==> src/rtl/fqp_pkg.sv <==
// ----------------------------------------------------------------------------
// fqp_pkg
// Shared types and codes for the ordered request queue with purge by key.
// ----------------------------------------------------------------------------
package fqp_pkg;

    localparam int REQ_W    = 2;
    localparam int HANDLE_W = 16;
    localparam int STATUS_W = 3;
    localparam int COUNT_W  = 5;

    // request codes
    localparam logic [REQ_W-1:0] REQ_ENQ   = 2'd0;
    localparam logic [REQ_W-1:0] REQ_DEQ   = 2'd1;
    localparam logic [REQ_W-1:0] REQ_PURGE = 2'd2;

    // status codes
    localparam logic [STATUS_W-1:0] ST_OK        = 3'd0;
    localparam logic [STATUS_W-1:0] ST_FULL      = 3'd1;
    localparam logic [STATUS_W-1:0] ST_EMPTY     = 3'd2;
    localparam logic [STATUS_W-1:0] ST_NOT_FOUND = 3'd3;
    localparam logic [STATUS_W-1:0] ST_NULL      = 3'd4;

    typedef struct packed {
        logic [REQ_W-1:0]    req_type;
        logic [HANDLE_W-1:0] item_handle;
    } t_in_item;

    typedef struct packed {
        logic [STATUS_W-1:0] status;
        logic [HANDLE_W-1:0] removed_handle;
        logic [COUNT_W-1:0]  entry_count;
        logic                is_empty;
    } t_out_item;

endpackage

==> src/rtl/fqp_slot_ram.sv <==
// ----------------------------------------------------------------------------
// fqp_slot_ram
// Slot store: one write port, one read port with registered read data.
// ----------------------------------------------------------------------------
module fqp_slot_ram #(
    parameter int DEPTH = 16,
    parameter int WIDTH = 16
) (
    input  logic                     i_clk,
    input  logic                     i_we,
    input  logic [$clog2(DEPTH)-1:0] i_waddr,
    input  logic [WIDTH-1:0]         i_wdata,
    input  logic [$clog2(DEPTH)-1:0] i_raddr,
    output logic [WIDTH-1:0]         o_rdata
);

    logic [WIDTH-1:0] r_mem [DEPTH];
    logic [WIDTH-1:0] r_rdata;

    always_ff @(posedge i_clk) begin
        if (i_we) begin
            r_mem[i_waddr] <= i_wdata;
        end
        r_rdata <= r_mem[i_raddr];
    end

    assign o_rdata = r_rdata;

endmodule

==> src/rtl/fqp_seq.sv <==
// ----------------------------------------------------------------------------
// fqp_seq
// Request sequencer: decodes a request, walks the slot store through one
// shared compare and index unit, and closes the gap after a removal.
// ----------------------------------------------------------------------------
module fqp_seq #(
    parameter int QUEUE_DEPTH = 16,
    parameter int HANDLE_BITS = 16,
    localparam int SlotBits   = (HANDLE_BITS < fqp_pkg::HANDLE_W) ? HANDLE_BITS
                                                                  : fqp_pkg::HANDLE_W,
    localparam int AddrBits   = $clog2(QUEUE_DEPTH),
    localparam int CntBits    = $clog2(QUEUE_DEPTH + 1)
) (
    input  logic                  i_clk,
    input  logic                  i_rst_n,
    input  logic                  i_valid,
    output logic                  o_ready,
    input  fqp_pkg::t_in_item     i_item,
    output logic                  o_res_valid,
    input  logic                  i_res_ready,
    output fqp_pkg::t_out_item    o_res,
    output logic                  o_we,
    output logic [AddrBits-1:0]   o_waddr,
    output logic [SlotBits-1:0]   o_wdata,
    output logic [AddrBits-1:0]   o_raddr,
    input  logic [SlotBits-1:0]   i_rdata
);

    localparam int HandleW = fqp_pkg::HANDLE_W;
    localparam int CountW  = fqp_pkg::COUNT_W;

    typedef enum logic [5:0] {
        S_IDLE     = 6'b000001,
        S_SCAN_RD  = 6'b000010,
        S_SCAN_CHK = 6'b000100,
        S_SHIFT_RD = 6'b001000,
        S_SHIFT_WR = 6'b010000,
        S_DONE     = 6'b100000
    } t_state;

    t_state                          r_state, n_state;
    logic [CntBits-1:0]              r_count, n_count;
    logic [AddrBits-1:0]             r_idx, n_idx;
    logic [SlotBits-1:0]             r_key, n_key;
    logic                            r_is_deq, n_is_deq;
    logic [fqp_pkg::STATUS_W-1:0]    r_status, n_status;
    logic [SlotBits-1:0]             r_removed, n_removed;

    logic [SlotBits-1:0] key_c;
    logic [CntBits-1:0]  idx_inc_c;
    logic [CntBits-1:0]  cnt_dec_c;
    logic                last_c;
    logic                match_c;
    logic                null_c;
    logic                full_c;
    logic                empty_c;

    // shared index / compare unit
    assign key_c     = i_item.item_handle[SlotBits-1:0];
    assign idx_inc_c = CntBits'(r_idx) + CntBits'(1);
    assign cnt_dec_c = r_count - CntBits'(1);
    assign last_c    = (idx_inc_c == r_count);
    assign match_c   = r_is_deq || (i_rdata == r_key);
    assign null_c    = (key_c == '0);
    assign full_c    = (r_count == CntBits'(QUEUE_DEPTH));
    assign empty_c   = (r_count == '0);

    always_comb begin
        n_state   = r_state;
        n_count   = r_count;
        n_idx     = r_idx;
        n_key     = r_key;
        n_is_deq  = r_is_deq;
        n_status  = r_status;
        n_removed = r_removed;
        o_we      = 1'b0;
        o_waddr   = AddrBits'(r_count);
        o_wdata   = key_c;
        o_raddr   = r_idx;

        case (r_state)
            S_IDLE: begin
                if (i_valid) begin
                    n_key     = key_c;
                    n_is_deq  = (i_item.req_type == fqp_pkg::REQ_DEQ);
                    n_idx     = '0;
                    n_removed = '0;
                    n_status  = fqp_pkg::ST_OK;
                    n_state   = S_DONE;
                    case (i_item.req_type)
                        fqp_pkg::REQ_ENQ: begin
                            if (null_c) begin
                                n_status = fqp_pkg::ST_NULL;
                            end else if (full_c) begin
                                n_status = fqp_pkg::ST_FULL;
                            end else begin
                                o_we    = 1'b1;
                                n_count = r_count + CntBits'(1);
                            end
                        end
                        fqp_pkg::REQ_DEQ: begin
                            if (empty_c) begin
                                n_status = fqp_pkg::ST_EMPTY;
                            end else begin
                                n_state = S_SCAN_RD;
                            end
                        end
                        fqp_pkg::REQ_PURGE: begin
                            if (null_c) begin
                                n_status = fqp_pkg::ST_NULL;
                            end else if (empty_c) begin
                                n_status = fqp_pkg::ST_EMPTY;
                            end else begin
                                n_state = S_SCAN_RD;
                            end
                        end
                        default: begin
                            n_status = fqp_pkg::ST_OK;
                        end
                    endcase
                end
            end
            S_SCAN_RD: begin
                o_raddr = r_idx;
                n_state = S_SCAN_CHK;
            end
            S_SCAN_CHK: begin
                if (match_c) begin
                    n_removed = i_rdata;
                    if (last_c) begin
                        n_count = cnt_dec_c;
                        n_state = S_DONE;
                    end else begin
                        n_state = S_SHIFT_RD;
                    end
                end else if (last_c) begin
                    n_status = fqp_pkg::ST_NOT_FOUND;
                    n_state  = S_DONE;
                end else begin
                    n_idx   = AddrBits'(idx_inc_c);
                    n_state = S_SCAN_RD;
                end
            end
            S_SHIFT_RD: begin
                o_raddr = AddrBits'(idx_inc_c);
                n_state = S_SHIFT_WR;
            end
            S_SHIFT_WR: begin
                // move the later entry one slot toward the head
                o_we    = 1'b1;
                o_waddr = r_idx;
                o_wdata = i_rdata;
                n_idx   = AddrBits'(idx_inc_c);
                if (idx_inc_c == cnt_dec_c) begin
                    n_count = cnt_dec_c;
                    n_state = S_DONE;
                end else begin
                    n_state = S_SHIFT_RD;
                end
            end
            S_DONE: begin
                if (i_res_ready) begin
                    n_state = S_IDLE;
                end
            end
            default: begin
                n_state = S_IDLE;
            end
        endcase
    end

    always_ff @(posedge i_clk) begin
        if (!i_rst_n) begin
            r_state <= S_IDLE;
            r_count <= '0;
        end else begin
            r_state <= n_state;
            r_count <= n_count;
        end
        r_idx     <= n_idx;
        r_key     <= n_key;
        r_is_deq  <= n_is_deq;
        r_status  <= n_status;
        r_removed <= n_removed;
    end

    assign o_ready     = (r_state == S_IDLE);
    assign o_res_valid = (r_state == S_DONE);

    always_comb begin
        o_res                = '0;
        o_res.status         = r_status;
        o_res.removed_handle = HandleW'(r_removed);
        o_res.entry_count    = CountW'(r_count);
        o_res.is_empty       = empty_c;
    end

    a_count_bound: assert property (@(posedge i_clk) disable iff (!i_rst_n)
        r_count <= CntBits'(QUEUE_DEPTH))
        else $error("entry count above queue depth");

    a_scan_in_range: assert property (@(posedge i_clk) disable iff (!i_rst_n)
        (r_state == S_SCAN_CHK || r_state == S_SHIFT_RD) |-> CntBits'(r_idx) < r_count)
        else $error("scan index beyond occupied slots");

    a_write_source: assert property (@(posedge i_clk) disable iff (!i_rst_n)
        o_we |-> (r_state == S_SHIFT_WR || (r_state == S_IDLE && i_valid && !full_c)))
        else $error("slot write outside enqueue or shift");

    a_done_release: assert property (@(posedge i_clk) disable iff (!i_rst_n)
        (r_state == S_DONE && i_res_ready) |=> r_state == S_IDLE)
        else $error("sequencer did not return to idle after result handoff");

    a_removal_count: assert property (@(posedge i_clk) disable iff (!i_rst_n)
        (r_state == S_SCAN_CHK && match_c && last_c) |=> r_count == $past(r_count) - CntBits'(1))
        else $error("removal did not drop the entry count");

endmodule

==> src/rtl/fifo_queue_with_purge_core.sv <==
// ----------------------------------------------------------------------------
// fifo_queue_with_purge_core
// Ordered queue of nonzero handles with enqueue, dequeue and purge by key.
// ----------------------------------------------------------------------------
// One request at a time. Enqueue, rejected requests and the unused request
// code go straight from acceptance to the result. Dequeue and purge walk the
// slot store through its single read port: each slot is compared up to the
// match, then each later entry is moved one slot toward the head. A finished
// result sits in an output register, so the next request is taken while it
// waits. No clearing pass is needed after reset.
module fifo_queue_with_purge_core #(
    parameter int QUEUE_DEPTH = 16,
    parameter int HANDLE_BITS = 16
) (
    input  logic               i_clk,
    input  logic               i_rst_n,
    input  logic               i_valid,
    output logic               o_ready,
    input  fqp_pkg::t_in_item  i_item,
    output logic               o_valid,
    input  logic               i_ready,
    output fqp_pkg::t_out_item o_item
);

    localparam int SlotBits = (HANDLE_BITS < fqp_pkg::HANDLE_W) ? HANDLE_BITS
                                                                : fqp_pkg::HANDLE_W;
    localparam int AddrBits = $clog2(QUEUE_DEPTH);

    logic                res_valid;
    logic                res_ready;
    fqp_pkg::t_out_item  res;
    logic                we;
    logic [AddrBits-1:0] waddr;
    logic [SlotBits-1:0] wdata;
    logic [AddrBits-1:0] raddr;
    logic [SlotBits-1:0] rdata;

    logic                r_out_valid, n_out_valid;
    fqp_pkg::t_out_item  r_out, n_out;

    fqp_seq #(
        .QUEUE_DEPTH (QUEUE_DEPTH),
        .HANDLE_BITS (HANDLE_BITS)
    ) u_seq (
        .i_clk       (i_clk),
        .i_rst_n     (i_rst_n),
        .i_valid     (i_valid),
        .o_ready     (o_ready),
        .i_item      (i_item),
        .o_res_valid (res_valid),
        .i_res_ready (res_ready),
        .o_res       (res),
        .o_we        (we),
        .o_waddr     (waddr),
        .o_wdata     (wdata),
        .o_raddr     (raddr),
        .i_rdata     (rdata)
    );

    fqp_slot_ram #(
        .DEPTH (QUEUE_DEPTH),
        .WIDTH (SlotBits)
    ) u_slot_ram (
        .i_clk   (i_clk),
        .i_we    (we),
        .i_waddr (waddr),
        .i_wdata (wdata),
        .i_raddr (raddr),
        .o_rdata (rdata)
    );

    // output register, refilled in the cycle it is taken
    assign res_ready = !r_out_valid || i_ready;

    always_comb begin
        n_out_valid = r_out_valid;
        n_out       = r_out;
        if (res_valid && res_ready) begin
            n_out_valid = 1'b1;
            n_out       = res;
        end else if (i_ready) begin
            n_out_valid = 1'b0;
        end
    end

    always_ff @(posedge i_clk) begin
        if (!i_rst_n) begin
            r_out_valid <= 1'b0;
        end else begin
            r_out_valid <= n_out_valid;
        end
        r_out <= n_out;
    end

    assign o_valid = r_out_valid;
    assign o_item  = r_out;

endmodule

==> config.mk <==
export PLATFORM = sky130hd
export DESIGN_NAME = fifo_queue_with_purge_core
export DESIGN_NICKNAME = d
export VERILOG_FILES = /design/src/rtl/fqp_pkg.sv /design/src/rtl/fqp_slot_ram.sv /design/src/rtl/fqp_seq.sv /design/src/rtl/fifo_queue_with_purge_core.sv
export SDC_FILE = /design/constraint.sdc
export NUM_CORES = 1
export LEC_CHECK = 0
export ABC_AREA = 1
export ABC_CLOCK_PERIOD_IN_PS = 6400
export BUFFER_PORTS_ARGS = -buffer_cell sky130_fd_sc_hd__buf_2
export CAP_MARGIN = 10
export CELL_PAD_IN_SITES_DETAIL_PLACEMENT = 1
export CELL_PAD_IN_SITES_GLOBAL_PLACEMENT = 1
export CORE_AREA = 2 2 179 181
export CTS_CLUSTER_DIAMETER = 80
export CTS_CLUSTER_SIZE = 10
export DETAILED_ROUTE_END_ITERATION = 7
export DIE_AREA = 0 0 181 183
export PLACE_DENSITY_LB_ADDON = 0.1
export SYNTH_ARGS = -nofsm -noshare
export SYNTH_HDL_FRONTEND = slang
export SYNTH_HIERARCHICAL = 1
export SYNTH_SLANG_ARGS = --single-unit
==> constraint.sdc <==
create_clock -name i_clk -period 6.4 [get_ports i_clk]
set_input_delay 1.28 -clock i_clk [delete_from_list [all_inputs] [get_ports i_clk]]
set_output_delay 1.28 -clock i_clk [all_outputs]
set_load 0.1 [all_outputs]
==> reports/qor.csv <==
stage,metric,value,unit
cts,CTS root buffer,clkbuf_16,
pwr,Clock Power Share,32.5,%
pwr,Peak VDD IR,0.000230,V
cts,TritonCTS clock tree,built,
grt,first-pass GRT wire length,67100,um
sta,skew final,0.0134,ns
grt,GRT Util Overall,26.8,%
worst_setup_path,Buf/Inv on CP,5,
synth,Post-synth EDFFs,321,
cts,CTS Sinks,349,
job,Max Cap Viol,0,
grt,vias in the first global route,11600,
drt,Detailed Route WL,43900,um
sta,worst hold margin,0.416,ns
synth,ys flop type,edfxtp_1,
synth,most frequent cell after synthesis,nand2_1,
drt,Final ANT Viol Nets,0,
cts,clock-pin transition on the worst setup and hold timing paths,0.06,ns
hold_path,hold path depth,0,
synth,post-synth top area cell,edfxtp_1,
place,Placer Congestion,0.837,
drt,vias post-DR,11100,
pwr,Psw,2.09,mW
cts,"Setup Fix Bufs, Post-CTS",0,
worst_setup_path,Startpoint Class,flip-flop,
drt,drt via density,5.40,
drt,DRC,0,
synth,share of the synthesized area in the top cell type,62.6,%
cts,htree depth,2,
floorplan,Die ar.,0.0331,mm2
floorplan,Chip Width,181,um
drt,initial DRC count,891,
synth,synthesized area,0.0154,mm2
grt,initial antenna violation count,0,
pwr,P_int,4.29,mW
cells_and_area,area grow syn2layout,12.8,%
cells_and_area,# diodes,0,
synth,asr flop ratio synth,0,%
sta,worst slew pin tran,1.08,ns
sta,Slew headroom,28.0,%
outcome,status,completed,
cts,CTS Buf Count,40,
synth,Ys Warns,6,
worst_setup_path,source of the worst register-to-register timing path,u_seq/r_state[1]$_SDFFE_PN0P_,
place,Port-buffer cells,48,
worst_setup_path,CP peak stage delay,0.60,ns
sta,Final Hold Vio Count,0,
worst_setup_path,CP Capture Type,flip-flop,
floorplan,I/O Pins,49,
pwr,Switching Fraction,32.8,%
sta,TNS Setup,0,ns
drt,DR pass1 iterations,5,
worst_setup_path,"Largest delay share family, worst path",buffers and inverters,
hold_path,hold_sp,u_seq/r_status[2]$_SDFFCE_PP0P_,
floorplan,Starting Density,49.3,%
place,dpl cells,1983,
cts,Max Root-Sink Buffers,3,
worst_setup_path,Worst R2R Path Depth,14,
worst_setup_path,critical path required time,6.81,ns
pwr,logic gate share of total power,23.1,%
synth,syn avg cell area,9.91,um2
worst_setup_path,"critical path, cell by cell",nor2_1 -> inv_1 -> nor4_2 -> buf_4 -> xor2_4 -> buf_4 -> clkinv_2 -> buf_12 -> nand2_1 -> nand2_1 -> nand2_1 -> nand3_1 -> nand3_1 -> nand2_1,
pwr,Sequential Power Share,44.4,%
synth,syn_nets,1583,
pwr,leakage power figure,7.53,nW
sta,final cycle utilization of the critical path,55.0,%
sta,RSZ-0062 raised after global routing,no,
cts,clk_lat worst skew,0.53,ns
pwr,PwrDens,367,mW/mm2
cts,# hold bufs at CTS,0,
worst_setup_path,Most Frequent Cell on Critical Path,nand2_1,
synth,"Seq/Total Area, Yosys",66.3,%
synth,post-synth cell types,32,
grt,largest net degree at the start of global routing,95,
floorplan,core box area,0.0312,mm2
worst_setup_path,Worst path depth,14,
drt,DR WL/cell,21.4,um
synth,Synth area leaders,"edfxtp_1, nand2_1, nand3_1, inv_1, dfxtp_1",
sta,fmax,284,MHz
synth,leading post-synthesis cells by instance count,"nand2_1, edfxtp_1, inv_1",
place,Place WS,2.79,ns
worst_setup_path,crit path kind,flip-flop to flip-flop,
floorplan,Row Count,65,
sta,Final Slew Violations,0,
worst_setup_path,crit path launch,u_seq/r_state[1]$_SDFFE_PN0P_,
cells_and_area,share of cells above drive strength 1,11.9,%
worst_setup_path,worst path arrival time,3.92,ns
cts,Post-CTS Resized,0,
cells_and_area,"non-filler cells, final",2051,
grt,global route overflow,0,
sta,final setup vio count,0,
sta,Tmin final,3.52,ns
worst_setup_path,CP max stage cell,clkinv_2,
floorplan,Die H,183,um
sta,setup slack after layout,2.88,ns
place,Detailed Place HPWL,26500,um
worst_setup_path,Crit Path Max Fanout,94,
cells_and_area,nets@finish,1653,
synth,Post-Syn Instances,1553,
hold_path,worst hold path class,flip-flop to flip-flop,
synth,"flops & latches, synth",349,
-- flip-flops by register name, indices dropped and copies added (netlist names) --
name	flops
u_slot_ram/r_mem	256
o_item	25
u_seq/r_key	16
u_seq/r_removed	16
u_slot_ram/o_rdata	16
u_seq/r_state	6
u_seq/r_count	5
u_seq/r_idx	4
u_seq/r_status	3
o_valid	1
u_seq/r_is_deq	1
-- cells in the final DEF, fill, tap and decap left out, types with 6 or more instances in the layout --
cell type  Yosys  layout
ha_1           8       8
inv_2         24      23
nand2_1      480     480
nor2_2         2      17
buf_2         22      48
nand4_1        7       7
dfxtp_1       28      28
inv_1        252     252
o21ai_0       27      24
nand2_2        7       7
nor2_1        87      71
xor2_1         7       6
nand3_1      213     213
clkbuf_1      15      25
clkbuf_16      0      42
edfxtp_1     321     321
buf_4         19      41
-- per-stage QoR --
step | util (%) | cell area, um2 | power [mW]
final | 55.6 | 17400 | 6.38
after global routing | 55.6 | 17400 | 6.70
after CTS | 55.6 | 17400 | 6.43
after detailed placement | 51.9 | 16200 | 4.34
after global placement | 51.9 | 16200 | 4.29
after floorplan | - | 15400 | 3.87
-- metal layers --
layer	vias to the layer above	share of wire [%]	track usage (%)
met1	5618	43	34.4
met3	89	4.3	3.49
met4	0	2.9	8.88
met2	256	50	47.4
met5	-	0	0
li1	5111	-	-
-- power by group through the flow --
stage	clock, mW	sequential [mW]	combinational, mW
after floorplan	0	2.85	1.02
after global placement	0	2.87	1.41
after detailed placement	0	2.88	1.46
after CTS	2.12	2.83	1.48
after global routing	2.21	2.85	1.64
final	2.07	2.83	1.47
-- logic make-up after synthesis --
kind of cell / synth area share, %
fa+ha+maj: 0.650
buf+inv: 9.10
compound gates: 1.33
flops: 66.3
simple gates: 22.1
xor+xnor: 0.512
-- layout make-up --
class                           count  area [um2]
Sequential cell                   349       10200
Clock buffer                       67        1140
Timing Repair Buffer               90         568
Tap cell                          402         503
Multi-Input combinational cell    865        3880
Fill cell                        3489       13900
Clock inverter                      1        16.3
Inverter                          277        1040
-- worst paths after layout --
| path | slack (ns) | endpoint |
|---|---|---|
| setup / recovery | 2.88 | u_slot_ram/o_rdata[9]$_DFF_P_ |
| hold / removal | 0.42 | o_item[24]$_DFFE_PP_ |
| setup reg to reg | 2.88 | u_slot_ram/o_rdata[9]$_DFF_P_ |
| hold reg to reg | 0.42 | o_item[24]$_DFFE_PP_ |
(Power assumes the default switching activity.)
